**config.mk**
```make
export PLATFORM = sky130hd
export DESIGN_NAME = pidc_div
export DESIGN_NICKNAME = d
export VERILOG_FILES = /design/src/pidc_pkg.sv /design/src/pidc_div.sv
export SDC_FILE = /design/constraint.sdc
export NUM_CORES = 1
export LEC_CHECK = 0
export BUFFER_PORTS_ARGS = -buffer_cell sky130_fd_sc_hd__buf_2
export CAP_MARGIN = 5
export CORE_MARGIN = 4
export CORE_UTILIZATION = 32
export CTS_BUF_LIST = sky130_fd_sc_hd__clkbuf_8
export CTS_CLUSTER_SIZE = 12
export DETAILED_ROUTE_END_ITERATION = 16
export HOLD_SLACK_MARGIN = 0.05
export RECOVER_POWER = 100
export SLEW_MARGIN = 20
export SYNTH_ARGS = -nofsm -noshare
export SYNTH_HDL_FRONTEND = slang
export SYNTH_SLANG_ARGS = --single-unit
```
**constraint.sdc**
```tcl
create_clock -name aclk -period 3.3 [get_ports aclk]
set_input_delay 0.165 -clock aclk [delete_from_list [all_inputs] [get_ports aclk]]
set_output_delay 0.165 -clock aclk [all_outputs]
set_load 0.02 [all_outputs]
```
**src/pidc_pkg.sv**
```systemverilog
// ----------------------------------------------------------------------------
// pidc_pkg
// Shared types, register indexes and helpers for the PID controller.
// ----------------------------------------------------------------------------
package pidc_pkg;

    localparam int DIV_W = 52;
    localparam int DEN_W = 20;
    localparam int ACC_W = 66;
    localparam logic [DEN_W-1:0] US_PER_SECOND = 20'd1000000;
    localparam logic [31:0]      US_RECIP      = 32'd2251799813;
    localparam logic [21:0]      US_ONE        = 22'd1000000;
    localparam logic [21:0]      US_TWO        = 22'd2000000;

    localparam logic [2:0] REG_OUT_MIN  = 3'd0;
    localparam logic [2:0] REG_OUT_MAX  = 3'd1;
    localparam logic [2:0] REG_GAIN_FF  = 3'd2;
    localparam logic [2:0] REG_GAIN_P   = 3'd3;
    localparam logic [2:0] REG_GAIN_I   = 3'd4;
    localparam logic [2:0] REG_GAIN_D   = 3'd5;
    localparam logic [2:0] REG_INT_LIM  = 3'd6;

    typedef enum logic [3:0] {
        ST_IDLE, ST_ERR, ST_IMUL, ST_IREC, ST_IQM, ST_IUPD,
        ST_DMUL, ST_DDIVS, ST_DDIV, ST_DUPD,
        ST_MAC0, ST_MAC1, ST_MAC2, ST_MAC3, ST_MACE, ST_OUT
    } state_t;

    typedef enum logic [2:0] {
        OP_INT, OP_DER, OP_FF, OP_P, OP_I, OP_D, OP_REC, OP_QM
    } op_sel_t;

    typedef struct packed {
        logic start;
        logic done;
    } div_ctl_t;

    function automatic logic signed [31:0] sat32(input logic signed [53:0] v);
        if (v > 54'sd2147483647) begin
            return 32'sh7FFF_FFFF;
        end else if (v < -54'sd2147483648) begin
            return 32'sh8000_0000;
        end
        return v[31:0];
    endfunction

endpackage

```
**src/pidc_div.sv**
```systemverilog
// ----------------------------------------------------------------------------
// pidc_div
// Unsigned restoring divider, one quotient bit per cycle.
// ----------------------------------------------------------------------------
module pidc_div (
    input  logic                        aclk,
    input  logic                        aresetn,
    input  logic                        start,
    input  logic [pidc_pkg::DIV_W-1:0]  dividend,
    input  logic [pidc_pkg::DEN_W-1:0]  divisor,
    output logic                        done,
    output logic [pidc_pkg::DIV_W-1:0]  quotient
);
    import pidc_pkg::*;

    localparam int CNT_W = $clog2(DIV_W + 1);

    logic [DEN_W-1:0] rem_reg, rem_next;
    logic [DIV_W-1:0] quo_reg, quo_next;
    logic [CNT_W-1:0] cnt_reg, cnt_next;
    logic             busy_reg, busy_next;
    logic [DEN_W:0]   trial;
    logic             fits;

    always_comb begin
        trial     = {rem_reg, quo_reg[DIV_W-1]};
        fits      = trial >= {1'b0, divisor};
        rem_next  = rem_reg;
        quo_next  = quo_reg;
        cnt_next  = cnt_reg;
        busy_next = busy_reg;
        if (start) begin
            rem_next  = '0;
            quo_next  = dividend;
            cnt_next  = '0;
            busy_next = 1'b1;
        end else if (busy_reg) begin
            rem_next = fits ? DEN_W'(trial - {1'b0, divisor}) : trial[DEN_W-1:0];
            quo_next = {quo_reg[DIV_W-2:0], fits};
            cnt_next = cnt_reg + 1'b1;
            if (cnt_reg == CNT_W'(DIV_W - 1)) begin
                busy_next = 1'b0;
            end
        end
    end

    always_ff @(posedge aclk) begin
        if (!aresetn) begin
            busy_reg <= 1'b0;
            cnt_reg  <= '0;
        end else begin
            busy_reg <= busy_next;
            cnt_reg  <= cnt_next;
        end
        rem_reg <= rem_next;
        quo_reg <= quo_next;
    end

    assign done     = !busy_reg && !start;
    assign quotient = quo_reg;

endmodule

```
==> results of run 1 <==
## power by group
part	internal, mW	switching, mW	leakage [nW]	total, mW
logic	0.182	0.272	1.32	0.454
registers	1.15	0.0471	0.743	1.20
clock network	0.344	0.379	0.0941	0.723
## worst paths after layout
check | end | slack (ps) | cells past startpoint
min reg2reg | rem_reg[12] | 500 | 2
max | quotient[34] | 540 | 4
min | quotient[23] | 90 | 2
max reg2reg | quotient[34] | 540 | 4
## area by class of cell
cell class / instances / area (sq um)
Multi-Input combinational cell: 273 / 2108
Clock buffer: 9 / 123.9
Sequential cell: 79 / 2102
Inverter: 25 / 93.84
Clock inverter: 7 / 66.31
Timing Repair Buffer: 134 / 610.6
Fill cell: 1394 / 8023
Tap cell: 176 / 220.2
## per-stage QoR
step / utilization / cells / power, mW / hold WS [ps]
final: 0.3990 / 703 / 2.374 / 91.88
after global routing: 0.3990 / 703 / 2.509 / 68.33
after CTS: 0.4063 / 703 / 2.433 / 69.45
after detailed placement: 0.3913 / 686 / 1.694 / 399.0
after global placement: 0.3913 / 686 / 1.689 / 394.3
after floorplan: - / 399 / 1.527 / 293.2
## layout by cell type, fill, tap and decap left out, drive strengths merged, types with 9 or more instances in the layout
| master | instances |
|---|---|
| inv | 26 |
| dfxtp | 27 |
| o21ai | 20 |
| a21oi | 23 |
| nand3 | 16 |
| nor2 | 23 |
| nand2b | 10 |
| xor2 | 12 |
| clkbuf | 68 |
| ha | 21 |
| mux2 | 51 |
| xnor2 | 9 |
| buf | 74 |
| edfxtp | 52 |
| nand2 | 25 |
## per-layer routing
layer	vias to the layer above	part of all wire
met2	102	0.45
li1	1715	-
met3	12	0.074
met5	-	0
met1	1633	0.46
met4	0	0.017
## cell families after synthesis
logic type,Yosys count,share of synthesized area
fa+ha+maj,22,0.06419
simple gates,92,0.09997
mux,59,0.1485
buf+inv,47,0.04317
flops,79,0.4771
xor+xnor,21,0.04175
compound gates,79,0.1253
==> flow_metrics.py, run 1 <==
metrics = {
    "die": {
        "fp.dieW_microns": 125.3,
        "io_pins": 128,
        "core_sq_um": 13350,
        "dieArea_sq_um": 15710,
        "start_util": 0.3301,
        "core.rowCount": 42,
        "fp.dieH_microns": 125.3,
    },
    "cts": {
        "cts_resized": 0,
        "cts_root_buffer": "clkbuf_8",
        "clk_pin_slew_ps": 90,
        "cts_buffers": 9,
        "ctsHtreeMaxLevel": 3,
        "post_cts_buffers": 0,
        "cts_tree": "built",
        "clkSinkCount": 79,
        "clk_latency_ps": 370,
        "ctsHoldBuffers": 1,
        "clockBufferDepth": 2,
    },
    "hold_path": {
        "min_path_type": "primary input to flip-flop",
        "worstHoldStart": "dividend[23]",
    },
    "finish": {
        "synthToLayoutAreaGrowth_pct": 20.87,
        "largest_reg_flops": 52,
        "diodes": 0,
        "final_area_sq_um": 5325,
        "nets": 619,
        "layout-drive-gt1-share": 0.2846,
    },
    "synth": {
        "synth_seq_cells": 79,
        "ys_warn_count": 0,
        "yosysMostFrequentCell": "edfxtp_1",
        "ys_seq_area_frac": 0.4771,
        "syn_inst": 399,
        "synth_area_leaders": "edfxtp_1 (35%), mux2_2 (13%), dfxtp_1 (12%), ha_1 (6.0%), xor2_1 (2.4%)",
        "synth-main-ff-cell": "edfxtp_1",
        "yosys.area.top_type": "edfxtp_1",
        "async_reset_ff_frac": 0,
        "synth_edf_count": 52,
        "synth_common_cells": "edfxtp_1 (52), mux2_2 (51), dfxtp_1 (27), inv_1 (25), nand2_1 (25)",
        "syn_avg_cell_area_sq_um": 11.04,
        "synth_top_area_frac": 0.3544,
        "yosys.cell_types.count": 46,
        "syn_nets": 496,
        "syn_area_sq_um": 4405,
    },
    "worst_setup_path": {
        "cp_top_family": "buffers and inverters",
        "max_stage_delay_ps": 740,
        "path_class": "flip-flop to flip-flop",
        "path_cells": "nor2_1 -> clkbuf_1 -> inv_1 -> clkbuf_4",
        "cp-start-kind": "flip-flop",
        "critPathLaunch": "busy_reg",
        "cp.required_ps": 3300,
        "crit_path_max_fanout": 44,
        "r2r_start": "busy_reg",
        "critical_path_arrival_ps": 2760,
        "cp_num_buf_inv": 3,
        "end_kind": "flip-flop",
        "worst_path_max_delay_cell": "dfxtp_1",
    },
    "sta": {
        "setup_viol": 0,
        "layout_min_cycle_time_ps": 2757,
        "finalHoldViolCount": 0,
        "fin_setup_tns_ps": 0,
        "maxSlewViolCount": 47,
        "clock_skew_ps": 10.61,
        "worstMarginPinSlew_ps": 2405,
        "rsz0062_at_grt": "false",
        "relSlewSlack": -0.6035,
        "fin_crit_sh": 0.8353,
        "max_freq_mhz": 362.8,
        "setup_slack_ps": 543.4,
    },
    "place": {
        "io_buffers": 127,
        "place_area_sq_um": 5223,
        "gp_congestion": 0.8444,
        "detailedPlace.worstSlack_ps": 704.8,
        "dp_hpwl_microns": 7898,
    },
    "detailed_routing": {
        "drt-total-wl_microns": 10520,
        "drc_errors": 0,
        "routed-via-count": 3462,
        "first_pass_iters": 4,
        "wl_per_cell_microns": 14.97,
        "drt_iter0_markers": 134,
        "ant_nets": 0,
        "via_per_inst": 4.925,
    },
    "global_route": {
        "track_usage": 0.1389,
        "antenna_found_initial": 0,
        "grtUsageMet2": 0.2183,
        "gr-max-usage-layer": "met2",
        "grt_use_met1": 0.1774,
        "grt_use_met3": 0.04691,
        "grt_pass1_vias": 3737,
        "grt_pass1_wl_microns": 17840,
        "grt_max_degree": 47,
        "grt-ovfl-total": 0,
    },
    "power": {
        "power_per_cell_area_nw_per_um2": 445.7,
        "p_leak_nw": 2.154,
        "irDropWorstVdd_mv": 0.2659,
    },
    "outcome": {
        "status": "finished, violations left",
        "violations": "capacitance limit, slew limit",
    },
    "flow_run": {
        "maxCapViolCount": 1,
    },
}
Power figures use the tool's default switching activity.
==> run 2: changes to the inputs <==
--- a/config.mk
+++ b/config.mk
@@ -5,6 +5,7 @@
 export SDC_FILE = /design/constraint.sdc
 export NUM_CORES = 1
 export LEC_CHECK = 0
+export ABC_AREA = 1
 export BUFFER_PORTS_ARGS = -buffer_cell sky130_fd_sc_hd__buf_2
 export CAP_MARGIN = 5
 export CORE_MARGIN = 4
==> constraint.sdc (replaced) <==
create_clock -name aclk -period 2.73 [get_ports aclk]
set_input_delay 0.1365 -clock aclk [delete_from_list [all_inputs] [get_ports aclk]]
set_output_delay 0.1365 -clock aclk [all_outputs]
set_load 0.02 [all_outputs]
==> run 2 against run 1 <==
Against the previous run:
- the run now ends clean
- routed wire length rose by 28%
- count of clock-buffer cells in the layout did not move
- synthesized cell count rose by 71%
- flip-flop and latch count did not move
- utilization rose by 2.1 points
- clock power rose by 37%
- sequential power rose by 19%
- via count rose by 36%
- cell count rose by 49%
- combinational power rose by 21%
- critical endpoint is now quotient[49]
==> flow_metrics.py, run 2 <==
metrics = {
    "outcome": {
        "status": "finished, final reports clean",
    },
    "detailed_routing": {
        "first_pass_iters": 4,
        "drc_errors": 0,
        "routed-via-count": 4693,
        "drt-total-wl_microns": 13500,
        "drt_iter0_markers": 334,
        "via_per_inst": 4.474,
        "wl_per_cell_microns": 12.87,
        "ant_nets": 0,
    },
    "power": {
        "irDropWorstVdd_mv": 0.2240,
        "p_int_mw": 2.096,
        "p_leak_nw": 3.251,
        "p_sw_mw": 0.8687,
        "power_per_cell_area_nw_per_um2": 466.3,
        "combPwrFrac": 0.185,
        "power.share.sequential": 0.481,
        "p_clk_frac": 0.334,
        "switching_share": 0.2930,
    },
    "finish": {
        "synthToLayoutAreaGrowth_pct": 28.72,
        "nets": 953,
        "largest_reg_flops": 52,
        "seq_area_sq_um": 2102,
        "post-route-util": 0.4198,
        "multi_input_area_sq_um": 2316,
        "nFillCells": 1607,
        "diodes": 0,
        "final-instance-count-excl-fill": 1049,
        "layout-drive-gt1-share": 0.1289,
        "mostFrequentLayoutCell": "nand2_1",
        "final_cell_mix": "nand2_1 (299), inv_1 (97), buf_2 (74)",
        "final_area_sq_um": 6359,
    },
    "synth": {
        "ys_seq_area_frac": 0.4255,
        "async_reset_ff_frac": 0,
        "synth_edf_count": 52,
        "syn_nets": 779,
        "syn_avg_cell_area_sq_um": 7.243,
        "yosys.area.top_type": "edfxtp_1",
        "yosys.cell_types.count": 32,
        "ys_warn_count": 0,
        "syn_area_sq_um": 4940,
        "yosysMostFrequentCell": "nand2_1",
        "synth-main-ff-cell": "edfxtp_1",
        "synth_area_leaders": "edfxtp_1 (32%), nand2_1 (23%), dfxtp_1 (11%), inv_1 (7.3%), ha_1 (5.3%)",
        "synth_top_area_frac": 0.3161,
        "synth_common_cells": "nand2_1 (299), inv_1 (96), edfxtp_1 (52), nand3_1 (50), dfxtp_1 (27)",
        "synth_seq_cells": 79,
        "syn_inst": 682,
    },
    "cts": {
        "ctsHtreeMaxLevel": 3,
        "clockBufferDepth": 2,
        "cts_buffers": 9,
        "post_cts_buffers": 0,
        "clk_pin_slew_ps": 90,
        "clk_latency_ps": 360,
        "clkSinkCount": 79,
        "cts_tree": "built",
        "cts_root_buffer": "clkbuf_8",
    },
    "sta": {
        "relSlewSlack": 0.2871,
        "worstMarginPinSlew_ps": 1069,
        "finalHoldViolCount": 0,
        "max_freq_mhz": 416.8,
        "rsz0062_at_grt": "false",
        "layout_min_cycle_time_ps": 2399,
        "maxSlewViolCount": 0,
        "fin_setup_tns_ps": 0,
        "clock_skew_ps": 8.050,
        "setup_viol": 0,
        "fin_crit_sh": 0.8788,
    },
    "worst_setup_path": {
        "max_stage_delay_ps": 770,
        "end_kind": "flip-flop",
        "worst_path_max_delay_cell": "inv_1",
        "critical_path_arrival_ps": 2430,
        "cp-start-kind": "flip-flop",
        "ff2ff_setup_slack_ps": 330,
        "cp.required_ps": 2760,
        "cp_num_buf_inv": 3,
        "path_cells": "nor2_1 -> clkbuf_1 -> inv_1 -> buf_6",
        "crit_path_max_fanout": 40,
        "path_class": "flip-flop to flip-flop",
        "cp_top_family": "buffers and inverters",
    },
    "die": {
        "core.rowCount": 45,
        "dieArea_sq_um": 17490,
        "core_sq_um": 15150,
        "io_pins": 128,
        "fp.dieW_microns": 132.2,
        "fp.dieH_microns": 132.2,
        "start_util": 0.3261,
    },
    "global_route": {
        "grt_max_degree": 54,
        "grt-ovfl-total": 0,
        "grt_pass1_wl_microns": 21850,
        "antenna_found_initial": 0,
        "grt_pass1_vias": 4488,
        "track_usage": 0.1522,
    },
    "flow_run": {
        "maxCapViolCount": 0,
    },
    "hold_path": {
        "min_path_type": "primary input to flip-flop",
    },
    "place": {
        "dp.cells": 982,
        "place_area_sq_um": 5739,
        "gp_congestion": 0.9008,
        "dp_hpwl_microns": 9501,
        "io_buffers": 127,
    },
}
run 2: worst min-delay path: cells and delay by family:
family / cells / cell delay [ps]
buffers and inverters: 1 / 80
and+or+nand+nor: 2 / 130
run 2: worst paths after layout:
check,startpoint,cells after the start,end
worst max-delay path,busy_reg,4,quotient[49]
worst min-delay path,dividend[8],3,quotient[8]
worst max register to register,busy_reg,4,quotient[49]
worst min register to register,rem_reg[14],2,rem_reg[14]
run 2: what timing repair did:
| item | CTS | global route |
|---|---|---|
| endpoints found under the hold margin | 51 | 0 |
| hold buffers | 51 | 0 |
| gates resized for setup | 0 | 0 |
run 2: area by class of cell:
class                   count  share of cell area
inverters                  98             0.05785
well taps                 188             0.03699
flip-flops and latches     79              0.3306
clock inverters             7             0.01476
multi-input cells         484              0.3642
repair buffers            184              0.1761
clock buffers               9             0.01948
run 2: layer usage:
layer  up-vias  GRT usage  wire length [microns]
met5         -          0                      0
met2        86     0.2529                   6410
met1      2100     0.2026                   6418
li1       2493          -                      -
met4         0    0.05658                    253
met3        14    0.02061                    421
run 2: kinds of logic (layout without fill, tap and decap cells):
kind of cell               Yosys count  after routing  share of synthesized area
DFF                                 79             79                     0.4255
AOI/OAI and AO/OA                   32             32                    0.03470
buffers and inverters              119            298                     0.1006
xor gates and xnor gates             9              9                    0.01596
adders and majority gates           22             22                    0.05724
and+or+nand+nor                    421            421                     0.3660
run 2: stage by stage:
step | worst slack [ps] | total power [mW] | hold WS [ps]
after floorplan | 94.96 | 1.763 | 296.6
after global placement | 108.5 | 1.966 | 407.8
after CTS | 52.62 | 3.027 | 56.43
after global routing | 141.7 | 3.110 | 86.42
final | 330.8 | 2.965 | 91.69
after detailed placement | 111.0 | 1.965 | 408.9
run 2: power by group through the flow:
| stage | clock network, mW | logic, mW | registers, mW |
|---|---|---|---|
| 6_report | 0.991 | 0.549 | 1.43 |
| 4_1_cts | 1.03 | 0.575 | 1.42 |
| 5_1_grt | 1.07 | 0.601 | 1.44 |
| 3_5_place_dp | 0 | 0.516 | 1.45 |
| 3_3_place_gp | 0 | 0.519 | 1.45 |
| 2_1_floorplan | 0 | 0.209 | 1.55 |
